<file path="src/rtl/vfts_pkg.sv">
// Shared types and constants of the video frame type sniffer.
package vfts_pkg;

  localparam int CFG_INDEX_W = 2;
  localparam int CFG_DATA_W  = 2;

  localparam logic [CFG_INDEX_W-1:0] REG_CODEC_MODE = 2'd0;
  localparam logic [CFG_INDEX_W-1:0] REG_FRAMING    = 2'd1;

  localparam logic [1:0] CODEC_H264   = 2'd0;
  localparam logic [1:0] CODEC_MPEG12 = 2'd1;
  localparam logic [1:0] CODEC_MPEG4  = 2'd2;
  localparam logic [1:0] CODEC_NONE   = 2'd3;

  localparam logic [7:0] MPEG12_LAST_PICTURE = 8'h80;
  localparam logic [7:0] MPEG4_VOP_CODE      = 8'hB6;
  localparam logic [4:0] NAL_IDR_SLICE       = 5'd5;
  localparam logic [4:0] NAL_FIRST_SLICE     = 5'd1;

  typedef enum logic [1:0] {
    FT_UNKNOWN = 2'd0,
    FT_I       = 2'd1,
    FT_P       = 2'd2,
    FT_B       = 2'd3
  } frame_type_t;

  typedef struct packed {
    logic [1:0] codec_mode;
    logic       start_code_framing;
  } cfg_t;

  // Exp-Golomb decoder state; value saturates, its top bit marking 16 or more.
  typedef struct packed {
    logic       in_info;
    logic [5:0] count;
    logic [4:0] value;
    logic       field;
  } golomb_t;

  typedef struct packed {
    logic        valid;
    frame_type_t ftype;
  } result_t;

endpackage

</file>
<file path="src/rtl/video_frame_type_sniffer.sv">
// Top level of the video frame type sniffer.
//
// Input channel: stream_byte with last_byte, handshake in_valid / in_ready.
// One word is one byte of a compressed frame buffer; last_byte marks the end.
// Output channel: frame_type (0 unknown, 1 I, 2 P, 3 B), handshake
// out_valid / out_ready, one word for every frame buffer.
// Configuration: cfg_we writes cfg_data into register cfg_index (0 codec
// mode, 1 H.264 start-code framing) at the clock edge; a write restarts
// the parse of the current frame. Write only while the block is idle.
// Throughput is one byte per cycle while in_ready is high: the whole byte,
// including all eight Exp-Golomb bit steps, is handled by the logic between
// the parse state registers and the output queue. The result of a frame is
// registered in the output queue when its final byte is accepted.
// Reset (rst, synchronous) clears the registers to H.264 with a length
// prefix, clears the parse state and empties the output queue.
// When the receiver stalls, a two-entry output queue keeps bytes flowing;
// in_ready falls only while both entries hold results.
module video_frame_type_sniffer (
  input  logic                             clk,
  input  logic                             rst,
  input  logic [7:0]                       stream_byte,
  input  logic                             last_byte,
  input  logic                             in_valid,
  output logic                             in_ready,
  output logic [1:0]                       frame_type,
  output logic                             out_valid,
  input  logic                             out_ready,
  input  logic                             cfg_we,
  input  logic [vfts_pkg::CFG_INDEX_W-1:0] cfg_index,
  input  logic [vfts_pkg::CFG_DATA_W-1:0]  cfg_data
);

  vfts_pkg::cfg_t        cfg;
  vfts_pkg::result_t     result;
  vfts_pkg::frame_type_t out_type;
  logic                  clear;
  logic                  accept;
  logic                  space;

  assign clear = cfg_we && (cfg_index == vfts_pkg::REG_CODEC_MODE ||
                            cfg_index == vfts_pkg::REG_FRAMING);
  assign accept = in_valid && in_ready;
  assign in_ready = space;

  always_ff @(posedge clk) begin
    if (rst) begin
      cfg.codec_mode <= vfts_pkg::CODEC_H264;
      cfg.start_code_framing <= 1'b0;
    end else if (cfg_we) begin
      unique case (cfg_index)
        vfts_pkg::REG_CODEC_MODE: cfg.codec_mode <= cfg_data[1:0];
        vfts_pkg::REG_FRAMING:    cfg.start_code_framing <= cfg_data[0];
        default: ;
      endcase
    end
  end

  vfts_parser u_parser (
    .clk         (clk),
    .rst         (rst),
    .cfg         (cfg),
    .clear       (clear),
    .accept      (accept),
    .stream_byte (stream_byte),
    .last_byte   (last_byte),
    .result      (result)
  );

  vfts_result_queue u_queue (
    .clk       (clk),
    .rst       (rst),
    .push      (result),
    .space     (space),
    .out_valid (out_valid),
    .out_ready (out_ready),
    .out_type  (out_type)
  );

  assign frame_type = out_type;

endmodule

</file>
<file path="src/rtl/vfts_golomb.sv">
// Exp-Golomb decoder that steps through the eight bits of one payload byte, stopping at a decision.
module vfts_golomb (
  input  vfts_pkg::golomb_t     state,
  input  logic [7:0]            stream_byte,
  output vfts_pkg::golomb_t     state_next,
  output logic                  decide,
  output vfts_pkg::frame_type_t decided_type
);

  function automatic vfts_pkg::frame_type_t slice_class(input logic [4:0] value);
    vfts_pkg::frame_type_t t;
    case (value) inside
      5'd2, 5'd7:    t = vfts_pkg::FT_B;
      [5'd1:5'd10]:  t = vfts_pkg::FT_P;
      default:       t = vfts_pkg::FT_UNKNOWN;
    endcase
    return t;
  endfunction

  vfts_pkg::golomb_t g;
  logic dec;
  vfts_pkg::frame_type_t ft;
  logic bit_v;
  logic check;

  always_comb begin
    g = state;
    dec = 1'b0;
    ft = vfts_pkg::FT_UNKNOWN;
    bit_v = 1'b0;
    check = 1'b0;
    for (int i = 7; i >= 0; i--) begin
      if (!dec) begin
        bit_v = stream_byte[i];
        check = 1'b1;
        if (!g.in_info) begin
          if (!bit_v) begin
            g.count = g.count + 6'd1;
            check = 1'b0;
            if (g.count > 6'd31) begin
              dec = 1'b1;
              ft = vfts_pkg::FT_UNKNOWN;
            end
          end else begin
            g.value = 5'd1;
            g.in_info = 1'b1;
          end
        end else begin
          g.value = {g.value[4] | g.value[3], g.value[2:0], bit_v};
          g.count = g.count - 6'd1;
        end
        if (check && g.count == 6'd0) begin
          if (!g.field) begin
            g.field = 1'b1;
            g.count = 6'd0;
            g.value = 5'd0;
            g.in_info = 1'b0;
          end else begin
            dec = 1'b1;
            ft = slice_class(g.value);
          end
        end
      end
    end
  end

  assign state_next   = g;
  assign decide       = dec;
  assign decided_type = ft;

endmodule

</file>
<file path="src/rtl/vfts_parser.sv">
// Per-frame parse state and the byte rules for each codec.
module vfts_parser (
  input  logic              clk,
  input  logic              rst,
  input  vfts_pkg::cfg_t    cfg,
  input  logic              clear,
  input  logic              accept,
  input  logic [7:0]        stream_byte,
  input  logic              last_byte,
  output vfts_pkg::result_t result
);

  typedef enum logic [2:0] {
    PH_LEAD,
    PH_SCAN,
    PH_HDR,
    PH_TAIL,
    PH_GOLOMB
  } phase_t;

  phase_t                phase, phase_next;
  logic [1:0]            zero_run, zero_run_next;
  logic [2:0]            offset, offset_next;
  vfts_pkg::golomb_t     gstate, gstate_next;
  logic                  decided, decided_next;
  vfts_pkg::frame_type_t dtype, dtype_next;

  vfts_pkg::golomb_t     g_after;
  logic                  g_decide;
  vfts_pkg::frame_type_t g_type;

  phase_t                cb_phase;
  logic [1:0]            cb_zero_run;
  logic [2:0]            cb_offset;
  logic                  cb_decide;
  vfts_pkg::frame_type_t cb_type;
  logic                  cb_golomb;

  logic [1:0]            scan_zero_run;
  logic                  scan_found;
  logic [2:0]            lead_target;
  logic [2:0]            offset_inc;
  logic [2:0]            pct_mpeg12;

  vfts_golomb u_golomb (
    .state        (gstate),
    .stream_byte  (stream_byte),
    .state_next   (g_after),
    .decide       (g_decide),
    .decided_type (g_type)
  );

  always_comb begin
    scan_found = 1'b0;
    if (stream_byte == 8'd0) begin
      scan_zero_run = (zero_run == 2'd2) ? 2'd2 : zero_run + 2'd1;
    end else begin
      scan_zero_run = 2'd0;
      scan_found = (stream_byte == 8'd1) && (zero_run == 2'd2);
    end
  end

  // Start code value or NAL header byte.
  always_comb begin
    cb_phase = phase;
    cb_zero_run = zero_run;
    cb_offset = offset;
    cb_decide = 1'b0;
    cb_type = vfts_pkg::FT_UNKNOWN;
    cb_golomb = 1'b0;
    if (cfg.codec_mode == vfts_pkg::CODEC_H264) begin
      if (stream_byte[4:0] >= vfts_pkg::NAL_FIRST_SLICE &&
          stream_byte[4:0] <= vfts_pkg::NAL_IDR_SLICE) begin
        if (stream_byte[4:0] == vfts_pkg::NAL_IDR_SLICE) begin
          cb_decide = 1'b1;
          cb_type = vfts_pkg::FT_I;
        end else if (stream_byte[6:5] != 2'd0) begin
          cb_decide = 1'b1;
          cb_type = vfts_pkg::FT_P;
        end else begin
          cb_phase = PH_GOLOMB;
          cb_golomb = 1'b1;
        end
      end else if (cfg.start_code_framing) begin
        cb_phase = PH_SCAN;
        cb_zero_run = (stream_byte == 8'd0) ? 2'd1 : 2'd0;
      end else begin
        cb_decide = 1'b1;
      end
    end else if ((cfg.codec_mode == vfts_pkg::CODEC_MPEG12 &&
                  stream_byte > vfts_pkg::MPEG12_LAST_PICTURE) ||
                 (cfg.codec_mode == vfts_pkg::CODEC_MPEG4 &&
                  stream_byte != vfts_pkg::MPEG4_VOP_CODE)) begin
      cb_phase = PH_SCAN;
      cb_zero_run = 2'd0;
    end else begin
      cb_phase = PH_TAIL;
      cb_offset = 3'd3;
    end
  end

  assign lead_target = (cfg.codec_mode == vfts_pkg::CODEC_H264) ? 3'd4 : 3'd3;
  assign offset_inc  = offset + 3'd1;
  assign pct_mpeg12  = stream_byte[5:3];

  always_comb begin
    phase_next = phase;
    zero_run_next = zero_run;
    offset_next = offset;
    gstate_next = gstate;
    decided_next = decided;
    dtype_next = dtype;
    if (accept && !decided && cfg.codec_mode != vfts_pkg::CODEC_NONE) begin
      unique case (phase)
        PH_LEAD, PH_HDR: begin
          if (phase == PH_LEAD && cfg.codec_mode == vfts_pkg::CODEC_H264 &&
              cfg.start_code_framing) begin
            phase_next = PH_SCAN;
            zero_run_next = (stream_byte == 8'd0) ? 2'd1 : 2'd0;
          end else if (phase == PH_HDR || offset == lead_target) begin
            phase_next = cb_phase;
            zero_run_next = cb_zero_run;
            offset_next = cb_offset;
            if (cb_golomb) begin
              gstate_next = '0;
            end
            if (cb_decide) begin
              decided_next = 1'b1;
              dtype_next = cb_type;
            end
          end else begin
            offset_next = offset_inc;
          end
        end
        PH_SCAN: begin
          zero_run_next = scan_zero_run;
          if (scan_found) begin
            phase_next = PH_HDR;
          end
        end
        PH_TAIL: begin
          offset_next = offset_inc;
          if (cfg.codec_mode == vfts_pkg::CODEC_MPEG12) begin
            if (offset_inc == 3'd5) begin
              decided_next = 1'b1;
              dtype_next = pct_mpeg12[2] ? vfts_pkg::FT_UNKNOWN
                                         : vfts_pkg::frame_type_t'(pct_mpeg12[1:0]);
            end
          end else if (offset_inc == 3'd4) begin
            decided_next = 1'b1;
            case (stream_byte[7:6])
              2'd0:    dtype_next = vfts_pkg::FT_I;
              2'd1:    dtype_next = vfts_pkg::FT_P;
              2'd2:    dtype_next = vfts_pkg::FT_B;
              default: dtype_next = vfts_pkg::FT_UNKNOWN;
            endcase
          end
        end
        PH_GOLOMB: begin
          gstate_next = g_after;
          if (g_decide) begin
            decided_next = 1'b1;
            dtype_next = g_type;
          end
        end
        default: begin
          decided_next = 1'b1;
          dtype_next = vfts_pkg::FT_UNKNOWN;
        end
      endcase
    end
  end

  always_comb begin
    result.valid = accept && last_byte;
    result.ftype = decided_next ? dtype_next : vfts_pkg::FT_UNKNOWN;
  end

  always_ff @(posedge clk) begin
    if (rst || clear || (accept && last_byte)) begin
      phase <= PH_LEAD;
      zero_run <= 2'd0;
      offset <= 3'd0;
      gstate <= '0;
      decided <= 1'b0;
      dtype <= vfts_pkg::FT_UNKNOWN;
    end else begin
      phase <= phase_next;
      zero_run <= zero_run_next;
      offset <= offset_next;
      gstate <= gstate_next;
      decided <= decided_next;
      dtype <= dtype_next;
    end
  end

`ifndef SYNTHESIS
  a_frame_end_clears: assert property (@(posedge clk) disable iff (rst)
    accept && last_byte && !clear |=> phase == PH_LEAD && !decided && offset == 3'd0)
    else $error("parse state not cleared after final byte");
  a_unsupported_never_decides: assert property (@(posedge clk) disable iff (rst)
    cfg.codec_mode == vfts_pkg::CODEC_NONE |-> !decided)
    else $error("decision made in unsupported codec mode");
`endif

endmodule

</file>
<file path="src/rtl/vfts_result_queue.sv">
// Two-entry output queue holding frame type results for the receiver.
module vfts_result_queue (
  input  logic                  clk,
  input  logic                  rst,
  input  vfts_pkg::result_t     push,
  output logic                  space,
  output logic                  out_valid,
  input  logic                  out_ready,
  output vfts_pkg::frame_type_t out_type
);

  logic                  skid_valid, skid_valid_next;
  vfts_pkg::frame_type_t skid_type, skid_type_next;
  logic                  head_valid, head_valid_next;
  vfts_pkg::frame_type_t head_type, head_type_next;
  logic                  pop;

  assign pop   = head_valid && out_ready;
  assign space = !skid_valid;

  always_comb begin
    head_valid_next = head_valid;
    head_type_next = head_type;
    skid_valid_next = skid_valid;
    skid_type_next = skid_type;
    if (pop) begin
      head_valid_next = skid_valid;
      head_type_next = skid_type;
      skid_valid_next = 1'b0;
    end
    if (push.valid) begin
      if (!head_valid_next) begin
        head_valid_next = 1'b1;
        head_type_next = push.ftype;
      end else begin
        skid_valid_next = 1'b1;
        skid_type_next = push.ftype;
      end
    end
  end

  always_ff @(posedge clk) begin
    if (rst) begin
      head_valid <= 1'b0;
      skid_valid <= 1'b0;
    end else begin
      head_valid <= head_valid_next;
      skid_valid <= skid_valid_next;
    end
    head_type <= head_type_next;
    skid_type <= skid_type_next;
  end

  assign out_valid = head_valid;
  assign out_type  = head_type;

`ifndef SYNTHESIS
  a_skid_behind_head: assert property (@(posedge clk) disable iff (rst)
    skid_valid |-> head_valid)
    else $error("second entry held with empty head");
  a_no_overflow: assert property (@(posedge clk) disable iff (rst)
    push.valid |-> !skid_valid)
    else $error("result pushed into full queue");
`endif

endmodule

</file>
<file path="config.mk">
export PLATFORM = sky130hd
export DESIGN_NAME = video_frame_type_sniffer
export DESIGN_NICKNAME = d
export VERILOG_FILES = /design/src/rtl/vfts_pkg.sv /design/src/rtl/video_frame_type_sniffer.sv /design/src/rtl/vfts_golomb.sv /design/src/rtl/vfts_parser.sv /design/src/rtl/vfts_result_queue.sv
export SDC_FILE = /design/constraint.sdc
export NUM_CORES = 1
export LEC_CHECK = 0
export BUFFER_PORTS_ARGS = -buffer_cell sky130_fd_sc_hd__buf_2
export CAP_MARGIN = 20
export CORE_MARGIN = 5
export CORE_UTILIZATION = 47
export DETAILED_ROUTE_END_ITERATION = 6
export PLACE_DENSITY = 0.73
export SETUP_SLACK_MARGIN = 0.2
export SYNTH_ARGS = -nofsm -noshare
export SYNTH_HDL_FRONTEND = slang
export SYNTH_SLANG_ARGS = --single-unit
</file>
<file path="constraint.sdc">
create_clock -name clk -period 12.3 [get_ports clk]
set_clock_uncertainty 0.2 [all_clocks]
set_input_delay 1.845 -clock clk [delete_from_list [all_inputs] [get_ports clk]]
set_output_delay 1.845 -clock clk [all_outputs]
set_load 0.02 [all_outputs]
</file>
Word-level counts from Yosys, hierarchy flattened

Cells that the tools add are included.

Add/subtract/negate cells: 18
$lt $le $gt $ge: 27
Equal/unequal tests: 46
Mux-type cells: 260
Bitwise operators: 8
Reduce and logical (&&, ||, !) cells: 68

Operator list:

| kind                                                           | count |
|---|---|
| 2-to-1 mux 13 bit                                              | 26 |
| 2-to-1 mux 2 bit                                               | 89 |
| 2-to-1 mux 11 bit                                              | 15 |
| 2-to-1 mux 1 bit                                               | 94 |
| adder 6 x 1 -> 6 bit, second input constant                    | 8 |
| greater-than comparator 6 x 5 -> 1 bit, second input constant  | 8 |
| logical NOT 6 bit                                              | 8 |
| 2-to-1 mux 6 bit                                               | 8 |
| subtractor 6 x 1 -> 6 bit, second input constant               | 8 |
| equality test 5 x 3 -> 1 bit, second input constant            | 9 |
| >= comparator 5 x 1 -> 1 bit, second input constant            | 9 |
| equality test 5 x 2 -> 1 bit, second input constant            | 8 |
| less-or-equal comparator 5 x 4 -> 1 bit, second input constant | 8 |
| 2-to-1 mux 5 bit                                               | 8 |
| 2-to-1 mux 3 bit                                               | 13 |
| logical AND 1 bit                                              | 28 |
| one-hot mux 13 bit (2 select lines)                            | 1 |
| OR reduction 2 bit                                             | 9 |
| != test 5 bit, second input constant                           | 3 |
| one-hot mux 3 bit (2 select lines)                             | 2 |
| AND reduction 5 bit                                            | 2 |
| equality test 3 bit, second input constant                     | 3 |
| equality test 8 x 1 -> 1 bit, second input constant            | 1 |
| greater-than comparator 8 bit, second input constant           | 1 |
| 29 further kinds                                               | 58 |

Register bits after elaboration: 33

Depth between registers and ports, before layout

Gate-level depths: netlist (run 1).

Depth after elaboration: 71
Gate-level depth with buffers: 47
Mapped depth without buffers: 45

Cells and area by module

From an unflattened synthesis (run 1), not the netlist that was laid out.

Cells, all modules: 1104
Area, all modules: 7791.2 um2

Modules (own cells, without submodules):

| module                   | instances | cells each | area an instance (um2) |
|---|---|---|---|
| vfts_golomb              | 1         | 845        | 5602.9 |
| vfts_parser              | 1         | 222        | 1767.9 |
| vfts_result_queue        | 1         | 22         | 257.7 |
| video_frame_type_sniffer | 1         | 15         | 162.7 |

Worst setup path before layout (run 1)

OpenSTA, ideal clock, no wires.

Path kind: input port to flip-flop
Start: in stream_byte[7]
End: reg u_queue.head_type[0], in the netlist u_queue.out_type[0]
Library setup time: 0.086 ns
Arrival time: 10.377 ns
Data required time: 12.014 ns
Setup slack: 1.637 ns
Stages on the path: 38
Buffers on the path: 1
Path through: clkbuf_1 > nor2b_1 > a211oi_1 > a21oi_1 > ha_1 > or3_1 > o21ai_0 > o21ai_1 > or2_4 > o31ai_2 > a21oi_1 > or3_1 > a32o_1 > or4_1 > xor2_1 > o211ai_1 > mux2_2 > o31ai_1 > (+2 left out) > nand2_1 > nor4b_1 > nand4_1 > a21oi_1 > nor2_1 > o311ai_2 > inv_1 > ha_1 > xnor2_1 > nor3_1 > o2111ai_1 > o211ai_1 > o2111ai_1 > a2111oi_2 > a31oi_1 > a2111oi_4 > o21ai_1 > a211oi_1

Cells in the longest elaborated chain, start to end: 68

RTL lines:

| what                                                          | RTL line                       | text |
|---|---|---|
| from (decl)                                                   | video_frame_type_sniffer.sv:21 | `input logic [7:0] stream_byte,` |
| branches (longest 65 deep; another with adder 6 x 1 -> 6 bit) | -                              |  |
| 2-to-1 mux 2 bit *                                            | vfts_parser.sv:176             | `result.ftype = decided_next ? dtype_next : vfts_pkg::FT_UNKNOWN;` |
| 2-to-1 mux 2 bit *                                            | vfts_result_queue.sv:32        | `if (!head_valid_next) begin` |
| 2-to-1 mux 2 bit *                                            | vfts_result_queue.sv:31        | `if (push.valid) begin` |
| net u_queue.head_type_next[0]                                 | vfts_result_queue.sv:15        | `vfts_pkg::frame_type_t head_type, head_type_next;` |
| to (signal assigned)                                          | vfts_result_queue.sv:50        | `head_type <= head_type_next;` |
| to (decl)                                                     | vfts_result_queue.sv:15        |  |

Mark *: on every way through the listed nets, which the timed path passes. The select of a mux whose other input is x is not followed.
A chain may end at the register's enable or synchronous reset.

Final worst setup path (run 1)

Ends and elaborated chain as after synthesis.

==> results of run 1 <==
[power groups by stage]
stage               clock network (W)  registers, W  logic, W
global route                 0.000131      0.000112   0.00133
global placement                    0      0.000114   0.00117
floorplan                           0      0.000114  0.000908
finish                       0.000124      0.000112   0.00123
CTS                          0.000125      0.000112   0.00118
detailed placement                  0      0.000114   0.00117
[cells by family after synthesis]
kind of cell,synth area share [%]
simple gates,31.14
compound gates,42.02
buf+inv,5.634
xor+xnor,6.144
flops,8.398
fa+ha+maj,4.631
mux,2.038
[state kept, by name, indices dropped and copies added, names as in the netlist]
register	cells
cfg	3
u_parser.phase	3
u_queue.out_type	2
u_queue.skid_type	2
u_queue.out_valid	1
u_parser.gstate	13
u_parser.zero_run	2
u_parser.decided	1
u_parser.dtype	2
u_queue.skid_valid	1
u_parser.offset	3
[layer usage]
layer / share of wire, % / track usage [%] / wire length, um / vias to the layer above
met3: 8.0 / 2.224 / 2081 / 44
met4: 1.8 / 5.405 / 457 / 0
met2: 45 / 39.08 / 11650 / 443
li1: - / - / - / 4545
met1: 46 / 37.10 / 11860 / 4384
met5: 0 / 0 / 0 / -
[worst max-delay path, delay by kind of cell]
kind            cells  cell delay [ns]
compound gates     19             4.47
xor+xnor            3             1.03
fa+ha+maj           2             0.52
simple gates       10             2.48
buf+inv             6             1.21
[synthesized netlist by cell type, drive strengths merged, types with 12 or more instances]
library cell / number
ha: 30
a21o: 15
inv: 50
a21oi: 101
or3: 19
nand3: 56
nor3: 43
buf: 15
a211oi: 20
xnor2: 40
nor4: 17
o31ai: 13
nor2b: 14
clkbuf: 40
o211ai: 20
and2: 14
o22ai: 24
o21ai: 94
and3: 14
dfxtp: 31
a31oi: 28
nand2: 127
nand4: 19
nor2: 103
or4: 14
a22oi: 23
o21a: 12
[final cells by class]
| cell class | instances | area, um2 |
|---|---|---|
| well taps | 225 | 281.5 |
| flip-flops and latches | 33 | 680.7 |
| clock buffers | 8 | 146.4 |
| repair buffers | 44 | 280.3 |
| fillers | 1723 | 8496 |
| inverters | 52 | 195.2 |
| multi-input cells | 1043 | 7037 |
[metrics by stage]
stage	instance area, um2	hold slack [ns]	instances
4_1_cts	8534	0.3018	1403
2_1_floorplan	8105	0.2452	1183
5_1_grt	8621	0.3249	1405
3_5_place_dp	8388	0.2946	1395
3_3_place_gp	8388	0.2612	1395
6_report	8621	0.3030	1405
[worst max path at each step]
stage / from / end / slack [ns] / cells after the start
finish: stream_byte[7] / u_queue.out_type[0] / 0.71 / 40
detailed placement: stream_byte[7] / u_queue.out_type[0] / 0.27 / 37
global placement: stream_byte[7] / u_queue.out_type[0] / 0.43 / 33
CTS: stream_byte[7] / u_queue.out_type[0] / 0.56 / 37
global route: stream_byte[7] / u_queue.out_type[0] / 0.15 / 41
floorplan: stream_byte[7] / u_queue.out_type[0] / 1.64 / 38
[repair_timing]
| item | 4_1_cts | 5_1_grt |
|---|---|---|
| endpoints found under the setup margin | 0 | 14 |
| setup buffers | 0 | 2 |
| resized for setup | 0 | 15 |
==> flow_summary.ini, run 1 <==
[clock_network]
clock_tree_from_tritoncts = yes
post_cts_hold_buffer_count = 0
clock-sinks = 33
clkLatencyLatePin_ns = 0.28
root_driver = clkbuf_16
clock_path_buffers = 2
clock_edge_transition_at_the_registers_on_the_reported_setup_and_hold_paths_ns = 0.05
cts-buffers-inserted = 5
cts-htree-levels = 2

[sta]
maxSlewViolCount = 0
min_period_over_period_pct = 94.25
rsz0062_at_grt = yes
relSlewSlack_pct = 34.34
period_needed_ns = 11.59
report.final.hold_viol_count = 0
maxClockFrequency_mhz = 86.26
setup_ws_ns = 0.7077
final-setup-viol-count = 0
fin_tns_setup_ns = 0
worst_slew_pin_slew_ns = 0.9778

[synthesis]
share_of_the_synthesized_area_in_the_top_cell_type_pct = 7.657
syn-instance-count = 1183
post_synth_main_area_contributors = dfxtp_1 7.7%, a21oi_1 5.9%, nand2_1 5.8%
synth_seq_area_share_pct = 8.398
syn-cell-area_um2 = 8105
synth_edf_count = 2
synthArstFlopShare_pct = 0
ys.flop_type = dfxtp_1
net_count_of_the_mapped_netlist = 1231
synthDistinctLibCells = 124
number_of_synthesized_register_bits = 33
yosys_warnings = 0
synth_area_per_cell_um2 = 6.851
yosys.area.top_type = dfxtp_1

[critical_path]
critical_path_class = primary input to flop
worst_ep_arrival_time_ns = 11.59
cp.required_ns = 12.30
rr_startpoint = u_parser.gstate[6]
cp_max_fo = 18
cpMaxStageDelayCell = xnor2_1
ff2ff_setup_slack_ns = 1.49
r2r.worst_path.cells = 41
worst_setup_path_end_kind = flop
setup.worst_path.start_class = primary input
critPathMaxStageDelay_ns = 0.74
cell_repeated_most_along_the_worst_path = buf_4
regToRegEndpoint = u_queue.out_type[0]

[routing]
routed_via_density = 6.702
remaining_routing_drc_violations = 0
drt_wl_total_mm = 26.05
starting_drc_count_in_detailed_routing = 1159
antenna_violating_nets_post_route = 0
first_pass_iters = 6
vias = 9416
route.detailed.wl_per_inst_um = 18.54

[grt]
first_global_vias = 8348
grtUsageTotal_pct = 24.94
grt_overflow = 0
global_route_wire_length_before_repair_mm = 42.69
grt_antenna_before_repair = 0
maximum_number_of_pins_on_one_net_before_global_route_repair = 28

[final_layout]
final_common_cell = nand2_1
inserted_diodes = 0
mostFrequentLayoutCells = 125 x nand2_1, 102 x nor2_1, 94 x a21oi_1
area_growth_from_synthesis_to_final_layout_pct = 6.360
drive_gt1_share_pct = 12.03
utilization_pct = 50.37
final_net_count = 1227

[pwr]
power_switching_w = 0.0008238
p_total_w = 0.001463
leakage_nw = 2.988
power.share.combinational_pct = 83.9
netSwitchingFraction_pct = 56.32
power_density_nw_per_um2 = 169.7
power.clock.fraction_pct = 8.5
power_frac_seq_pct = 7.7
max-vdd-ir-drop_uv = 205.8
internal-power_w = 0.0006389

[placement]
io_buffers = 21
pre_cts_setup_slack_ns = 0.2721
post-dp-hpwl_mm = 20.14
gp_congestion = 0.9934

[run]
timing.max_cap.violations = 0

[worst_hold_path]
hp-class = flop to flop
hold_path.startpoint = cfg[0]
hold-path-endpoint = cfg[0]
min_delay_path_depth = 2

[floorplan]
die_height_um = 141.3
die_width_um = 141.3
die_area_um2 = 19970
fp.coreArea_um2 = 17120
number_of_cell_rows = 48
initial_utilization_pct = 47.35
ios = 22

[status]
run_status = complete, no violations
Power figures use the tool's default switching activity.
==> inputs of run 2 (changes only) <==
==> constraint.sdc (replaced) <==
create_clock -name clk -period 12.3 [get_ports clk]
set_clock_uncertainty 0.2 [all_clocks]
set_input_delay 0.615 -clock clk [delete_from_list [all_inputs] [get_ports clk]]
set_output_delay 0.615 -clock clk [all_outputs]
set_load 0.02 [all_outputs]
==> flow_summary.ini, run 2 (synthesis gave the netlist of run 1 again) <==
[status]
run_status = complete, no violations

[critical_path]
worst_setup_path_end_kind = flop
cell_repeated_most_along_the_worst_path = ha_1
cp_max_fo = 18
cpMaxStageDelayCell = or4_1
critical_path_class = flop to flop
setup.worst_path.start_class = flop
worst_ep_arrival_time_ns = 11.36
critPathMaxStageDelay_ns = 0.68
cp.required_ns = 12.29

[sta]
rsz0062_at_grt = no
fin_tns_setup_ns = 0
relSlewSlack_pct = 31.37
min_period_over_period_pct = 92.44
maxClockFrequency_mhz = 87.95
report.final.hold_viol_count = 0
period_needed_ns = 11.37
final-setup-viol-count = 0
worst_slew_pin_slew_ns = 1.029
maxSlewViolCount = 0

[floorplan]
die_width_um = 141.3
ios = 22
fp.coreArea_um2 = 17120
die_height_um = 141.3
number_of_cell_rows = 48
initial_utilization_pct = 47.35
die_area_um2 = 19970

[pwr]
leakage_nw = 2.904
max-vdd-ir-drop_uv = 137.4
power_density_nw_per_um2 = 169.2

[grt]
global_route_wire_length_before_repair_mm = 41.53
grtUsageTotal_pct = 24.24
first_global_vias = 8232
grt_antenna_before_repair = 0
maximum_number_of_pins_on_one_net_before_global_route_repair = 28
grt_overflow = 0

[final_layout]
area_growth_from_synthesis_to_final_layout_pct = 4.677
utilization_pct = 49.57
drive_gt1_share_pct = 10.40
final_net_count = 1210
fillerInstances = 1708
final_common_cell = nand2_1
inserted_diodes = 0
largest_reg_flops = 13
mostFrequentLayoutCells = 125 x nand2_1, 101 x nor2_1, 95 x a21oi_1
most_flop_heavy_register = u_parser.gstate
design_area_um2 = 8484

[clock_network]
clock_path_buffers = 2
post_cts_hold_buffer_count = 0
clock-sinks = 33
root_driver = clkbuf_16
clock_tree_from_tritoncts = yes
clkLatencyLatePin_ns = 0.28
cts-htree-levels = 2
cts-buffers-inserted = 5
clock_edge_transition_at_the_registers_on_the_reported_setup_and_hold_paths_ns = 0.05
post-cts-setup-buffer-count = 0
ctsResizeCount = 0

[routing]
remaining_routing_drc_violations = 0
drt_wl_total_mm = 25.47
routed_via_density = 6.723
first_pass_iters = 6
antenna_violating_nets_post_route = 0
starting_drc_count_in_detailed_routing = 1251
route.detailed.wl_per_inst_um = 18.35
vias = 9332

[placement]
post-dp-hpwl_mm = 19.62
placement.cell_area_um2 = 8275
gp_congestion = 0.9751
io_buffers = 21

[run]
timing.max_cap.violations = 0

[worst_hold_path]
hp-class = flop to flop
## run 2: changes by cell type in the layout (fill, tap and decap cells not counted), sizes merged
cell,before,now
clkbuf,9,7
buf,43,27
bufinv,0,1
## run 2: metal layers
metal  track usage, %  vias up  wire, um
li1                 -     4514         -
met5                0        -         0
met1            36.66     4320     11890
met2            36.95      445     11090
met4            5.558        0       490
met3            2.393       53      1997
## run 2: worst paths after layout
kind	endpoint	start	cells past startpoint	slack (ns)
min reg2reg	cfg[0]	cfg[0]	2	0.30
min	cfg[0]	cfg[0]	2	0.30
max reg2reg	u_queue.out_type[0]	u_parser.gstate[6]	38	0.93
max	u_queue.out_type[0]	u_parser.gstate[6]	38	0.93
## run 2: final cells by class
| type | instances | area (um2) | share of cell area, % |
|---|---|---|---|
| clock buffer | 7 | 142.6 | 1.681 |
| clock inverter | 1 | 30.03 | 0.3539 |
| inverter | 52 | 195.2 | 2.301 |
| multi-input combinational | 1043 | 7003 | 82.54 |
| sequential | 33 | 681.9 | 8.037 |
| tap | 225 | 281.5 | 3.318 |
| timing repair buffer | 27 | 150.1 | 1.770 |
## run 2: per-stage QoR
stage	hold slack, ns	worst slack, ns	std cells	total power (W)
floorplan	0.2452	2.812	1183	0.001022
global placement	0.2726	1.185	1380	0.001246
detailed placement	0.2802	0.8128	1380	0.001246
CTS	0.3006	0.8059	1388	0.001398
global route	0.3341	0.2084	1388	0.001544
finish	0.3022	0.9303	1388	0.001436
## run 2: where the power goes
group / internal, W / switching, W / leakage (nW) / total (W)
Sequential: 0.000110 / 0.00000223 / 0.270 / 0.000112
Clock: 0.000101 / 0.0000458 / 0.0841 / 0.000147
Combinational: 0.000421 / 0.000756 / 2.55 / 0.00118
## run 2: critical path: cells and delay by family (launching register included)
family	cells	cell delay (ns)
buffers and inverters	2	0.31
AOI/OAI and AO/OA	18	5.75
adders and majority gates	3	0.90
muxes	2	0.55
DFF	1	0.52
xor gates and xnor gates	2	0.28
and+or+nand+nor	11	2.75
